===== src/rtl/zapm_pkg.sv =====
// shared constants, opcodes and store control type for the prefix matcher
`default_nettype none
package zapm_pkg;

	localparam int MAX_PAT = 32;
	localparam int ADDR_W  = $clog2(MAX_PAT);
	localparam int CNT_W   = $clog2(MAX_PAT + 1);
	localparam int SYM_W   = 8;
	localparam int OP_W    = 2;
	localparam int POS_W   = 32;
	localparam int LEN_W   = 6;

	localparam logic [OP_W-1:0] OP_CLEAR = 2'd0;
	localparam logic [OP_W-1:0] OP_PAT   = 2'd1;
	localparam logic [OP_W-1:0] OP_TEXT  = 2'd2;

	// write and read controls toward the symbol stores
	typedef struct packed {
		logic              pat_we;
		logic [ADDR_W-1:0] pat_addr;
		logic              win_we;
		logic [ADDR_W-1:0] win_addr;
		logic [SYM_W-1:0]  wdata;
		logic [ADDR_W-1:0] pat_rd_addr;
		logic [ADDR_W-1:0] win_rd_addr;
	} store_ctl_t;

endpackage
`default_nettype wire


===== src/rtl/zapm_if.sv =====
// valid/ready channel interfaces for input words and result words
`default_nettype none
interface zapm_in_if;
	import zapm_pkg::*;

	logic             valid;
	logic             ready;
	logic [OP_W-1:0]  opcode;
	logic [SYM_W-1:0] symbol;
	logic             last_text;

	modport source (output valid, output opcode, output symbol, output last_text,
		input ready);
	modport sink (input valid, input opcode, input symbol, input last_text,
		output ready);
endinterface

interface zapm_out_if;
	import zapm_pkg::*;

	logic             valid;
	logic             ready;
	logic [LEN_W-1:0] match_length;
	logic [POS_W-1:0] text_position;
	logic             last_result;

	modport source (output valid, output match_length, output text_position,
		output last_result, input ready);
	modport sink (input valid, input match_length, input text_position,
		input last_result, output ready);
endinterface
`default_nettype wire


===== src/rtl/zapm_store.sv =====
// pattern and text window memories with registered reads and the shared symbol compare
`default_nettype none
module zapm_store (
	input  logic                  clk,
	input  zapm_pkg::store_ctl_t  ctl,
	output logic                  eq
);
	import zapm_pkg::*;

	logic [SYM_W-1:0] pat_mem [MAX_PAT];
	logic [SYM_W-1:0] win_mem [MAX_PAT];
	logic [SYM_W-1:0] pat_rd_q;
	logic [SYM_W-1:0] win_rd_q;

	// one write and one registered read per memory each cycle
	always_ff @(posedge clk) begin
		if (ctl.pat_we) begin
			pat_mem[ctl.pat_addr] <= ctl.wdata;
		end
		if (ctl.win_we) begin
			win_mem[ctl.win_addr] <= ctl.wdata;
		end
		pat_rd_q <= pat_mem[ctl.pat_rd_addr];
		win_rd_q <= win_mem[ctl.win_rd_addr];
	end

	// shared compare unit
	assign eq = (pat_rd_q == win_rd_q);

endmodule
`default_nettype wire


===== src/rtl/z_array_prefix_match.sv =====
// top level of the streaming prefix matcher: sequencer, counters and result register
//
// channel | dir | word fields                                | accepted when
// item    | in  | opcode, symbol, last_text                  | valid && ready
// result  | out | match_length, text_position, last_result   | valid && ready
//
// clear and pattern words, and a text word that reports nothing, finish in their accept cycle.
// each reported position goes through a setup state, passes of the single symbol compare
// over the two store read ports until a mismatch or the end of the shorter of pattern and
// window, and a step to load the result register. a flush reports every open position in turn.
// reset clears counters and control; the symbol memories are not cleared.
// a result waiting in the output register stalls only the next report, which keeps ready low.
`default_nettype none
module z_array_prefix_match (
	input  logic       clk,
	input  logic       arst_n,
	zapm_in_if.sink    item,
	zapm_out_if.source result
);
	import zapm_pkg::*;

	localparam logic [1:0] S_IDLE  = 2'd0;
	localparam logic [1:0] S_START = 2'd1;
	localparam logic [1:0] S_CMP   = 2'd2;
	localparam logic [1:0] S_DONE  = 2'd3;

	logic [1:0]        state_q;
	logic [CNT_W-1:0]  plen_q;
	logic [CNT_W-1:0]  fill_q;
	logic [ADDR_W-1:0] head_q;
	logic [POS_W-1:0]  pos_q;
	logic              last_q;
	logic [CNT_W-1:0]  k_q;
	logic [CNT_W-1:0]  limit_q;
	logic [CNT_W-1:0]  z_q;

	logic              rv_q;
	logic [LEN_W-1:0]  rlen_q;
	logic [POS_W-1:0]  rpos_q;
	logic              rlast_q;

	logic              accept;
	logic              out_free;
	logic              win_room;
	logic [CNT_W-1:0]  fill_inc;
	logic              emit_now;
	logic [CNT_W-1:0]  rd_k;
	logic              eq;
	store_ctl_t        ctl;

	assign item.ready = (state_q == S_IDLE);
	assign accept     = item.valid && item.ready;
	assign out_free   = !rv_q || result.ready;

	// window insert and report decision for a text word
	assign win_room = (fill_q < CNT_W'(MAX_PAT));
	assign fill_inc = win_room ? fill_q + CNT_W'(1) : fill_q;
	assign emit_now = (fill_inc >= plen_q) || item.last_text;

	// read index runs one ahead of the compare index
	assign rd_k = (state_q == S_CMP) ? k_q + CNT_W'(1) : '0;

	// store controls
	always_comb begin
		ctl.wdata       = item.symbol;
		ctl.pat_we      = accept && (item.opcode == OP_PAT) && (plen_q < CNT_W'(MAX_PAT));
		ctl.pat_addr    = plen_q[ADDR_W-1:0];
		ctl.win_we      = accept && (item.opcode == OP_TEXT) && win_room;
		ctl.win_addr    = head_q + fill_q[ADDR_W-1:0];
		ctl.pat_rd_addr = rd_k[ADDR_W-1:0];
		ctl.win_rd_addr = head_q + rd_k[ADDR_W-1:0];
	end

	zapm_store u_store (
		.clk (clk),
		.ctl (ctl),
		.eq  (eq)
	);

	// sequencer and counters
	always_ff @(posedge clk or negedge arst_n) begin
		if (!arst_n) begin
			state_q <= S_IDLE;
			plen_q  <= '0;
			fill_q  <= '0;
			head_q  <= '0;
			pos_q   <= '0;
			last_q  <= 1'b0;
			k_q     <= '0;
			limit_q <= '0;
			z_q     <= '0;
		end else begin
			case (state_q)
				S_IDLE: begin
					if (accept) begin
						case (item.opcode)
							OP_CLEAR: begin
								plen_q <= '0;
								fill_q <= '0;
								head_q <= '0;
								pos_q  <= '0;
							end
							OP_PAT: begin
								if (plen_q < CNT_W'(MAX_PAT)) begin
									plen_q <= plen_q + CNT_W'(1);
								end
							end
							OP_TEXT: begin
								fill_q <= fill_inc;
								pos_q  <= pos_q + POS_W'(1);
								last_q <= item.last_text;
								if (emit_now) begin
									state_q <= S_START;
								end
							end
							default: begin
							end
						endcase
					end
				end
				S_START: begin
					limit_q <= (plen_q < fill_q) ? plen_q : fill_q;
					k_q     <= '0;
					state_q <= S_CMP;
				end
				S_CMP: begin
					if ((k_q < limit_q) && eq) begin
						k_q <= k_q + CNT_W'(1);
					end else begin
						z_q     <= k_q;
						state_q <= S_DONE;
					end
				end
				S_DONE: begin
					if (out_free) begin
						fill_q <= fill_q - CNT_W'(1);
						head_q <= head_q + ADDR_W'(1);
						if (last_q && (fill_q > CNT_W'(1))) begin
							state_q <= S_START;
						end else begin
							state_q <= S_IDLE;
						end
					end
				end
				default: begin
					state_q <= S_IDLE;
				end
			endcase
		end
	end

	// result register valid
	always_ff @(posedge clk or negedge arst_n) begin
		if (!arst_n) begin
			rv_q <= 1'b0;
		end else if ((state_q == S_DONE) && out_free) begin
			rv_q <= 1'b1;
		end else if (result.ready) begin
			rv_q <= 1'b0;
		end
	end

	// result word payload
	always_ff @(posedge clk) begin
		if ((state_q == S_DONE) && out_free) begin
			rlen_q  <= LEN_W'(z_q);
			rpos_q  <= pos_q - POS_W'(fill_q);
			rlast_q <= last_q && (fill_q == CNT_W'(1));
		end
	end

	assign result.valid         = rv_q;
	assign result.match_length  = rlen_q;
	assign result.text_position = rpos_q;
	assign result.last_result   = rlast_q;

endmodule
`default_nettype wire


===== src/flat_wrapper.sv =====
// flat-port wrapper written by rule: the top's interface ports become plain ports
module z_array_prefix_match_flat import zapm_pkg::*;
  (clk, arst_n, item_valid, item_opcode, item_symbol, item_last_text, item_ready, result_valid, result_match_length, result_text_position, result_last_result, result_ready);
  zapm_in_if item_i ();
  zapm_out_if result_i ();
  input  logic clk;
  input  logic arst_n;
  input wire logic [$bits(item_i.valid)-1:0] item_valid;
  input wire logic [$bits(item_i.opcode)-1:0] item_opcode;
  input wire logic [$bits(item_i.symbol)-1:0] item_symbol;
  input wire logic [$bits(item_i.last_text)-1:0] item_last_text;
  output wire logic [$bits(item_i.ready)-1:0] item_ready;
  output wire logic [$bits(result_i.valid)-1:0] result_valid;
  output wire logic [$bits(result_i.match_length)-1:0] result_match_length;
  output wire logic [$bits(result_i.text_position)-1:0] result_text_position;
  output wire logic [$bits(result_i.last_result)-1:0] result_last_result;
  input wire logic [$bits(result_i.ready)-1:0] result_ready;
  assign item_i.valid = item_valid;
  assign item_i.opcode = item_opcode;
  assign item_i.symbol = item_symbol;
  assign item_i.last_text = item_last_text;
  assign item_ready = item_i.ready;
  assign result_valid = result_i.valid;
  assign result_match_length = result_i.match_length;
  assign result_text_position = result_i.text_position;
  assign result_last_result = result_i.last_result;
  assign result_i.ready = result_ready;
  z_array_prefix_match u_core (.clk(clk), .arst_n(arst_n), .item(item_i), .result(result_i));
endmodule

===== config.mk =====
export PLATFORM = sky130hd
export DESIGN_NAME = z_array_prefix_match_flat
export DESIGN_NICKNAME = d
export VERILOG_FILES = /design/src/rtl/zapm_pkg.sv /design/src/rtl/zapm_if.sv /design/src/rtl/zapm_store.sv /design/src/rtl/z_array_prefix_match.sv /design/src/flat_wrapper.sv
export SDC_FILE = /design/constraint.sdc
export NUM_CORES = 1
export LEC_CHECK = 0
export ABC_AREA = 1
export BUFFER_PORTS_ARGS = -buffer_cell sky130_fd_sc_hd__buf_4
export CELL_PAD_IN_SITES_DETAIL_PLACEMENT = 0
export CELL_PAD_IN_SITES_GLOBAL_PLACEMENT = 1
export CORE_ASPECT_RATIO = 1.1
export CORE_UTILIZATION = 50
export CTS_BUF_LIST = sky130_fd_sc_hd__clkbuf_4 sky130_fd_sc_hd__clkbuf_8 sky130_fd_sc_hd__clkbuf_16
export DETAILED_ROUTE_END_ITERATION = 6
export PLACE_DENSITY = 0.85
export SYNTH_ARGS = -nofsm -noshare
export SYNTH_HDL_FRONTEND = slang
export SYNTH_HIERARCHICAL = 1
export SYNTH_SLANG_ARGS = --single-unit

===== constraint.sdc =====
create_clock -name clk -period 3.6 [get_ports clk]
set_clock_uncertainty 0.05 [all_clocks]
set_input_delay 0 -clock clk [delete_from_list [all_inputs] [get_ports clk]]
set_output_delay 0 -clock clk [all_outputs]
set_load 0.02 [all_outputs]

Word level (Yosys, flattened, before mapping):

Memory sizes are Yosys's and may differ from the RTL's. A register that Yosys moved wholly into a read port is not among the register bits.
Cells that the tools add are included.

* register bits: 110
* bits in writable memories: 512
* output and inout port bits: 41
* memories: 2

Memory list
* u_core.u_store.pat_mem: depth 32, width 8, read ports 1, clocked after memory_dff 1, write ports 1, line zapm_store.sv:10 `logic [SYM_W-1:0] pat_mem [MAX_PAT];`
* u_core.u_store.win_mem: depth 32, width 8, read ports 1, clocked after memory_dff 1, write ports 1, line zapm_store.sv:11 `logic [SYM_W-1:0] win_mem [MAX_PAT];`

* add/subtract/negate cells: 9
* magnitude comparators: 6
* equal/unequal tests: 16
* multiplexer cells: 29
* bitwise gates (word level): 1
* reductions and logical operators: 27

Operators with widths (count)
* one-hot mux 32 bit (2 select lines): 1
* one-hot mux 6 bit (2 select lines): 4
* 2-to-1 mux 6 bit: 6
* adder 32 x 1 -> 32 bit (second input constant): 1
* subtractor 32 x 6 -> 32 bit: 1
* 2-to-1 mux 5 bit: 4
* adder 6 x 1 -> 6 bit (second input constant): 3
* != test 2 bit (second input constant): 7
* < comparator 6 bit: 2
* < comparator 6 bit (second input constant): 2
* AND reduction 4 bit: 3
* adder 5 bit: 2
* 2-to-1 mux 2 bit: 5
* one-hot mux 5 bit (2 select lines): 1
* nonzero test 2 bit: 5
* logical AND 1 bit: 9
* equality test 8 bit: 1
* one-hot mux 2 bit (4 select lines): 1
* 2-to-1 mux 1 bit: 7
* equality test 2 bit (second input constant): 3
* equality test 6 x 1 -> 1 bit (second input constant): 1
* greater-or-equal comparator 6 bit: 1
* greater-than comparator 6 x 1 -> 1 bit (second input constant): 1
* AND reduction 3 bit: 2
* 11 further kinds: 15

Depth between registers and ports, before layout:

Gate-level depths: netlist of run 1.

* depth after elaboration: 8
* mapped depth: 18
* mapped depth without buffers: 17

By module:

Netlist of run 1, hierarchy kept.

By module, submodules not included
* zapm_store: instances 1, cells an instance 1855, area an instance 21659.5 um^2, sequential area each 15695.1 um^2
* z_array_prefix_match: instances 1, cells an instance 923, area an instance 7065.5 um^2, sequential area each 2947.8 um^2

Least setup slack after synthesis of run 1:

No wires, ideal clock.

* path type: register -> register
* start: register u_core.state_q[1]
* end: register u_core.rlast_q, in the netlist u_core/result.last_result (enable)
* setup time: 0.448 ns
* arrival: 2.828 ns
* path slack: 0.274 ns
* stages on the path, launching flop included: 5
* path buffers: 1
* clock period less this slack: 3.326 ns
* cell sequence: dfrtp_1 ha_1 buf_2 clkinv_1 a21oi_1

* word-level cells in the longest chain between the ends: 2

Ends and longest elaborated chain
* start, declared: line z_array_prefix_match.sv:27 `logic [1:0] state_q;`
* start signal, assigned: line z_array_prefix_match.sv:83 `state_q <= S_IDLE;`
* start signal, assigned: line z_array_prefix_match.sv:113 `state_q <= S_START;`
* start signal, assigned: line z_array_prefix_match.sv:124 `state_q <= S_CMP;`
* equality test 2 bit: line z_array_prefix_match.sv:165 `if ((state_q == S_DONE) && out_free) begin`
* logical AND 1 bit: line z_array_prefix_match.sv:165
* end signal, assigned: line z_array_prefix_match.sv:168 `rlast_q <= last_q && (fill_q == CNT_W'(1));`
* end, declared: line z_array_prefix_match.sv:40 `logic rlast_q;`

No other way between the ends.
A chain may end at the register's enable or synchronous reset.

==> metrics, run 1 <==
status=finished, final reports clean; clock transition at the registers of the reported paths=~0.07 ns; switching power=0.009337 W; Cells after Synth=roughly 2,800; Congestion Overflow GR=0; Reg area=18,640 um^2; RSZ-0062 raised after global routing=no; Mapped Area=~29,000 um^2; Yosys reg bits=~640; Seq pwr share=0.373; root buffer cell=clkbuf_16; Design Area, Final=roughly 32,000 um^2; CTS-repair resized insts=0; initial core utilization=0.5097; layout cells sized above 1=0.09762; area share of the largest cell type after synthesis=0.5760; combinational share of power=0.364; dpl hpwl=~44 mm; Startpoint Class=register; Yosys Warn Count=6; Final Hold Fails=0; Synth area leaders=edfxtp_1 (58%), nand2_1 (13%), nand3_1 (8.2%); Port Buf Inserts=55; io pins=between 50 and 60; DRC=0; Final Util=0.5705; CTS Sinks=about 640; Crit. End Element=register; Slowest cell on crit path=buf_4; fin. max-slew vios=0; synth cell count leaders=nand2_1 (980), edfxtp_1 (551), nand3_1 (471), nor2_1 (176), inv_1 (133); WP data required=between 4 and 5 ns; Syn-to-layout area delta=11.94%; Multi-input gate area=approximately 8700 um^2; pin count of the biggest net entering global routing=129; max_cap viols=0; worst setup path class=register to register; average wire per standard cell=roughly 19 um; sw frac=0.3811; Core Region=approximately 56,000 um^2; Seq/Total Area, Yosys=0.6490; delay of the slowest critical-path stage=0.75 ns; Hold Crit Class=input port to asynchronous set/reset pin; Fin Setup TNS=0 ns; PD cells=762.1 nW/um^2; Die X=~230 um; initial antenna violation count=0; DIE HEIGHT=~250 um; fin crit period=around 3.2 ns; Syn Nets=roughly 2,800; vias in the first global route=19,893; Worst VDD drop=around 0.74 mV; internal power=about 0.015 W; count leader, synth=nand2_1; via-per-instance ratio=roughly 5.5; nets@finish=2,946; Layout fillers=between 4,000 and 5,000; global-route wire length before repair=between 100 and 150 mm; DRT Wirelength=roughly 71 mm; Placed Area=29,940 um^2; Distinct cells, synth=45; H-tree depth=2; CP most frequent cell=nand2_1; Post-synth EDFFs=~550; Slew headroom=0.2362; Worst-Skew Late Latency=approximately 0.63 ns; Worst Path Buf+Inv=5; Setup-failing EPs final=0; die area=approximately 60,000 um^2; critical path cell sequence=inv_1 > ha_1 > inv_1 > nor2_4 > buf_4 > clkinv_2 > buf_12 > nand2_1 > nand3_1 > nand3_1 > nand2_1 > nand2_1 > nand2_1 > nand2_1 > nand2_1; post-synth top area cell=edfxtp_1; clock share of power=0.262; async set or reset register ratio after synthesis=0.1113; P_leak=between 10 and 15 nW; DR iter-0 viols=1,678; Max Buffers Root-to-Sink=3; via count=roughly 20,000; num rows=91; Tcrit/Tclk final=0.8867; RePlAce Congestion=approximately 0.9; Least-Margin Pin Slew=between 1 and 1.5 ns; Peak Freq=~310 MHz; Critical Path Fanout Max=128; drt pass-1 iters=6; CTS tree=built; GRT Resource Usage Total=0.2449; CP delay by family, top=buffers and inverters; ANT nets after route=0; number of CTS-inserted buffers=61; Post-Syn Area per Cell=roughly 10 um^2; Critical Path AT=3.66 ns; diodes inserted=0; Top FF cell, synth=edfxtp_1
placed cells by master, fill, tap and decap left out, types with 33 or more instances in the layout:
cell and count:
o21ai_0 47, ha_1 40, dfrtp_1 71, a21oi_1 33, nor2_1 174, edfxtp_1 551, clkbuf_16 63, nand3_1 471
nand2_1 980, buf_4 144, inv_1 131
final timing paths:
check / start / endpoint / slack [ns] / cells after the start
min reg2reg: u_core/z_q[2] / u_core/result.match_length[2] / 0.41 / 0
max: u_core/state_q[0] / u_core/u_store/pat_rd_q[3] / 0.41 / 15
min in group clk: result_ready / u_core/result.valid / 0.18 / 5
max reg2reg: u_core/state_q[0] / u_core/u_store/pat_rd_q[3] / 0.41 / 15
min: arst_n / u_core/pos_q[28] / 0.02 / 2
max in group asynchronous: arst_n / u_core/pos_q[12] / 2.83 / 2
timing repair:
action,CTS,global route
buffers inserted,0,0
hold buffers,17,0
endpoints found under the hold margin,593,0
state kept, by name (all words and copies together), names as in the netlist:
signal                       cells
u_core/fill_q                    6
u_core/head_q                    5
u_core/k_q                       6
u_core/last_q                    1
u_core/limit_q                   6
u_core/plen_q                    6
u_core/pos_q                    32
u_core/result.last_result        1
u_core/result.match_length       6
u_core/result.text_position     32
u_core/result.valid              1
u_core/state_q                   2
u_core/u_store/pat_mem         256
u_core/u_store/pat_rd_q          8
u_core/u_store/win_mem         256
u_core/u_store/win_rd_q          8
u_core/z_q                       6
cell families after synthesis:
kind of cell | Yosys count | synth area share
xor gates and xnor gates | 42 | 0.01281
AOI/OAI and AO/OA | 96 | 0.01755
buffers and inverters | 257 | 0.04905
and+or+nand+nor | 1700 | 0.2512
adders and majority gates | 44 | 0.01995
DFF | 638 | 0.6490
muxes | 1 | 0.0003920
through the flow:
stage,power (W),hold slack (ns),setup slack (ns),cells
global route,0.02592,0.1098,0.1263,3684
global placement,0.01792,0.1718,0.5223,3551
detailed placement,0.01811,0.1652,0.4468,3551
floorplan,0.01601,-0.3456,0.2738,2778
CTS,0.02457,0.05730,0.4133,3684
finish,0.02450,0.02387,0.4078,3684
worst register-to-register path, stage by stage (launching register included):
cell,delay [ns]
dfrtp_1,0.41
inv_1,0.13
ha_1,0.18
inv_1,0.09
nor2_4,0.12
buf_4,0.75
clkinv_2,0.21
buf_12,0.28
nand2_1,0.29
nand3_1,0.08
nand3_1,0.16
nand2_1,0.07
nand2_1,0.11
nand2_1,0.07
nand2_1,0.05
nand2_1,0.04
power groups by stage:
stage | Sequential (W) | Combinational [W] | Clock (W)
2_1_floorplan | 0.00930 | 0.00672 | 0
3_3_place_gp | 0.00929 | 0.00863 | 0
3_5_place_dp | 0.00929 | 0.00882 | 0
4_1_cts | 0.00915 | 0.00889 | 0.00653
5_1_grt | 0.00919 | 0.00996 | 0.00678
6_report | 0.00915 | 0.00893 | 0.00643
metal layers:
metal / vias to the layer above / wire [um] / GRT usage
met2: 694 / 35900 / 0.4326
met5: - / 0 / 0
li1: 9661 / - / -
met1: 9933 / 28540 / 0.3093
met4: 0 / 2138 / 0.08155
met3: 136 / 4341 / 0.03390
area by class of cell:
class / count / share of cell area
tap: 744 / 0.02895
timing repair buffer: 163 / 0.04016
sequential: 638 / 0.5798
multi-input combinational: 1883 / 0.2711
inverter: 140 / 0.01650
clock inverter: 33 / 0.008989
clock buffer: 83 / 0.05448
Power figures use the tool's default switching activity.
==> run 2, diff against run 1 <==
--- a/config.mk
+++ b/config.mk
@@ -14,6 +14,7 @@
 export CTS_BUF_LIST = sky130_fd_sc_hd__clkbuf_4 sky130_fd_sc_hd__clkbuf_8 sky130_fd_sc_hd__clkbuf_16
 export DETAILED_ROUTE_END_ITERATION = 6
 export PLACE_DENSITY = 0.85
+export RECOVER_POWER = 100
 export SYNTH_ARGS = -nofsm -noshare
 export SYNTH_HDL_FRONTEND = slang
 export SYNTH_HIERARCHICAL = 1
==> run 2 against run 1 <==
The run now ends with max-capacitance violations, max-slew violations left; final area decreased by 1.5%; global-route usage stayed put; first-iteration DRC count decreased by 2.4%; total power fell by 0.76%; count of clock-buffer cells in the layout is the same; non-clock buffer count did not move; flip-flop and latch count is the same.
==> metrics, run 2 (synthesis results as in run 1) <==
Placed Area=roughly 30,000 um^2; hold depth=5; worst reg-to-reg path cell count=6; hold endpoint=u_core/result.valid; Max Buffers Root-to-Sink=3; CTS-repair resized insts=0; pin count of the biggest net entering global routing=about 130; Die X=around 230 um; drt pass-1 iters=7; via-per-instance ratio=around 5.6; initial antenna violation count=0; setup slack after layout=approximately 0.25 ns; Final Hold Fails=0; Reg area=around 19,000 um^2; num rows=91; PD cells=between 700 and 800 nW/um^2; average wire per standard cell=a little under 20 um; Critical Path Fanout Max=8; status=finished, violations left; layout cells sized above 1=0.05884; Tcrit/Tclk final=0.9309; Least-Margin Pin Slew=roughly 3.4 ns; initial core utilization=0.5097; ANT nets after route=0; vias in the first global route=slightly below 20,000; clock transition at the registers of the reported paths=0.06 ns; worst reg2reg path startpoint=u_core/state_q[0]; Design Area, Final=31,670 um^2; Port Buf Inserts=between 50 and 60; crit path from=u_core/state_q[0]; Top Registers=u_core/u_store/pat_mem (256), u_core/u_store/win_mem (256); io pins=56; CTS tree=built; DRC=0; R2R setup slack=around 0.25 ns; FF-to-FF End=u_core/u_store/pat_mem[30][7]; Fin Setup TNS=0 ns; Congestion Overflow GR=0; via count=between 20,000 and 25,000; root buffer cell=clkbuf_16; number of CTS-inserted buffers=61; HP Start=result_ready; dpl hpwl=approximately 44 mm; RePlAce Congestion=approximately 0.90; GRT Resource Usage Total=0.2449; Hold Crit Class=input port to register; Min Hold Slack=between 0.15 and 0.2 ns; nets@finish=around 2,900; die area=58,410 um^2; global-route wire length before repair=~110 mm; Slew headroom=-1.252; Syn-to-layout area delta=10.26%; CTS Sinks=between 600 and 700; Multi-input gate area=8638 um^2; Worst-Skew Late Latency=around 0.63 ns; WP data required=around 3.8 ns; H-tree depth=2; Worst VDD drop=around 0.72 mV; fin crit period=3.351 ns; Startpoint Class=register; DIE HEIGHT=approximately 250 um; commonest non-fill, non-tap cell in the layout=nand2_1; Place WS=roughly 0.45 ns; Design Power=roughly 0.024 W; DR iter-0 viols=between 1,500 and 2,000; Critical Path AT=3.54 ns; Core Region=about 56,000 um^2; Crit. End Element=register; Setup-failing EPs final=0; worst setup path class=register to register; DRT Wirelength=roughly 70 mm; failing checks=max-capacitance violations, max-slew violations; P_leak=between 10 and 15 nW; Layout fillers=4,835; max_cap viols=10; RSZ-0062 raised after global routing=no; Peak Freq=298.4 MHz; fin. max-slew vios=~590; highest-count cells in the layout ignoring fill and taps=nand2_1 (980), edfxtp_1 (551), nand3_1 (472)
run 2: cell types whose count changed in the layout (fill, tap and decap cells not counted), sizes merged:
| cell | change |
|---|---|
| buf | -111 |
| diode | +1 |
| clkbuf | +111 |
run 2: per-layer routing:
layer  global-route usage  wire length, um
met3              0.03390             4220
met5                    0                0
met4              0.08155             2152
met1               0.3093            28700
met2               0.4326            35880
run 2: worst max-delay path by stage:
stage	slack (ns)	cells past startpoint	to
3_3_place_gp	0.52	15	u_core/u_store/pat_rd_q[4]
2_1_floorplan	0.27	4	u_core/result.last_result
5_1_grt	0.07	7	u_core/u_store/pat_mem[5][5]
6_report	0.25	6	u_core/u_store/pat_mem[30][7]
3_5_place_dp	0.45	15	u_core/u_store/pat_rd_q[4]
4_1_cts	0.41	15	u_core/u_store/pat_rd_q[4]
run 2: power by group:
part	total, W	internal [W]	switching (W)
logic	0.00874	0.00256	0.00617
registers	0.00915	0.00869	0.000467
clock network	0.00643	0.00376	0.00267
total	0.0243	0.0150	0.00931
run 2: worst max-delay path, cell delays in order, from the launching register on:
cell	delay (ns)
dfrtp_1	0.41
inv_1	0.13
ha_1	0.23
nand2_4	0.09
nor3_1	0.63
nand3_1	0.59
nor2_1	0.83
run 2: timing repair:
action,in CTS,in global routing
hold buffers,17,0
endpoints found under the hold margin,593,0
setup buffers,0,0
run 2: area by class of cell:
class	count	area share
Tap cell	744	0.02939
Timing Repair Buffer	163	0.02801
Multi-Input combinational cell	1883	0.2727
Clock inverter	33	0.009125
Inverter	140	0.01675
Clock buffer	83	0.05531
Sequential cell	638	0.5886
Antenna cell	1	0.00007901
run 2: per-stage QoR:
step                      cells    util
after floorplan            2778       -
after global placement     3551  0.5313
after detailed placement   3551  0.5313
after CTS                  3684  0.5705
after global routing       3684  0.5619
final                      3685  0.5620
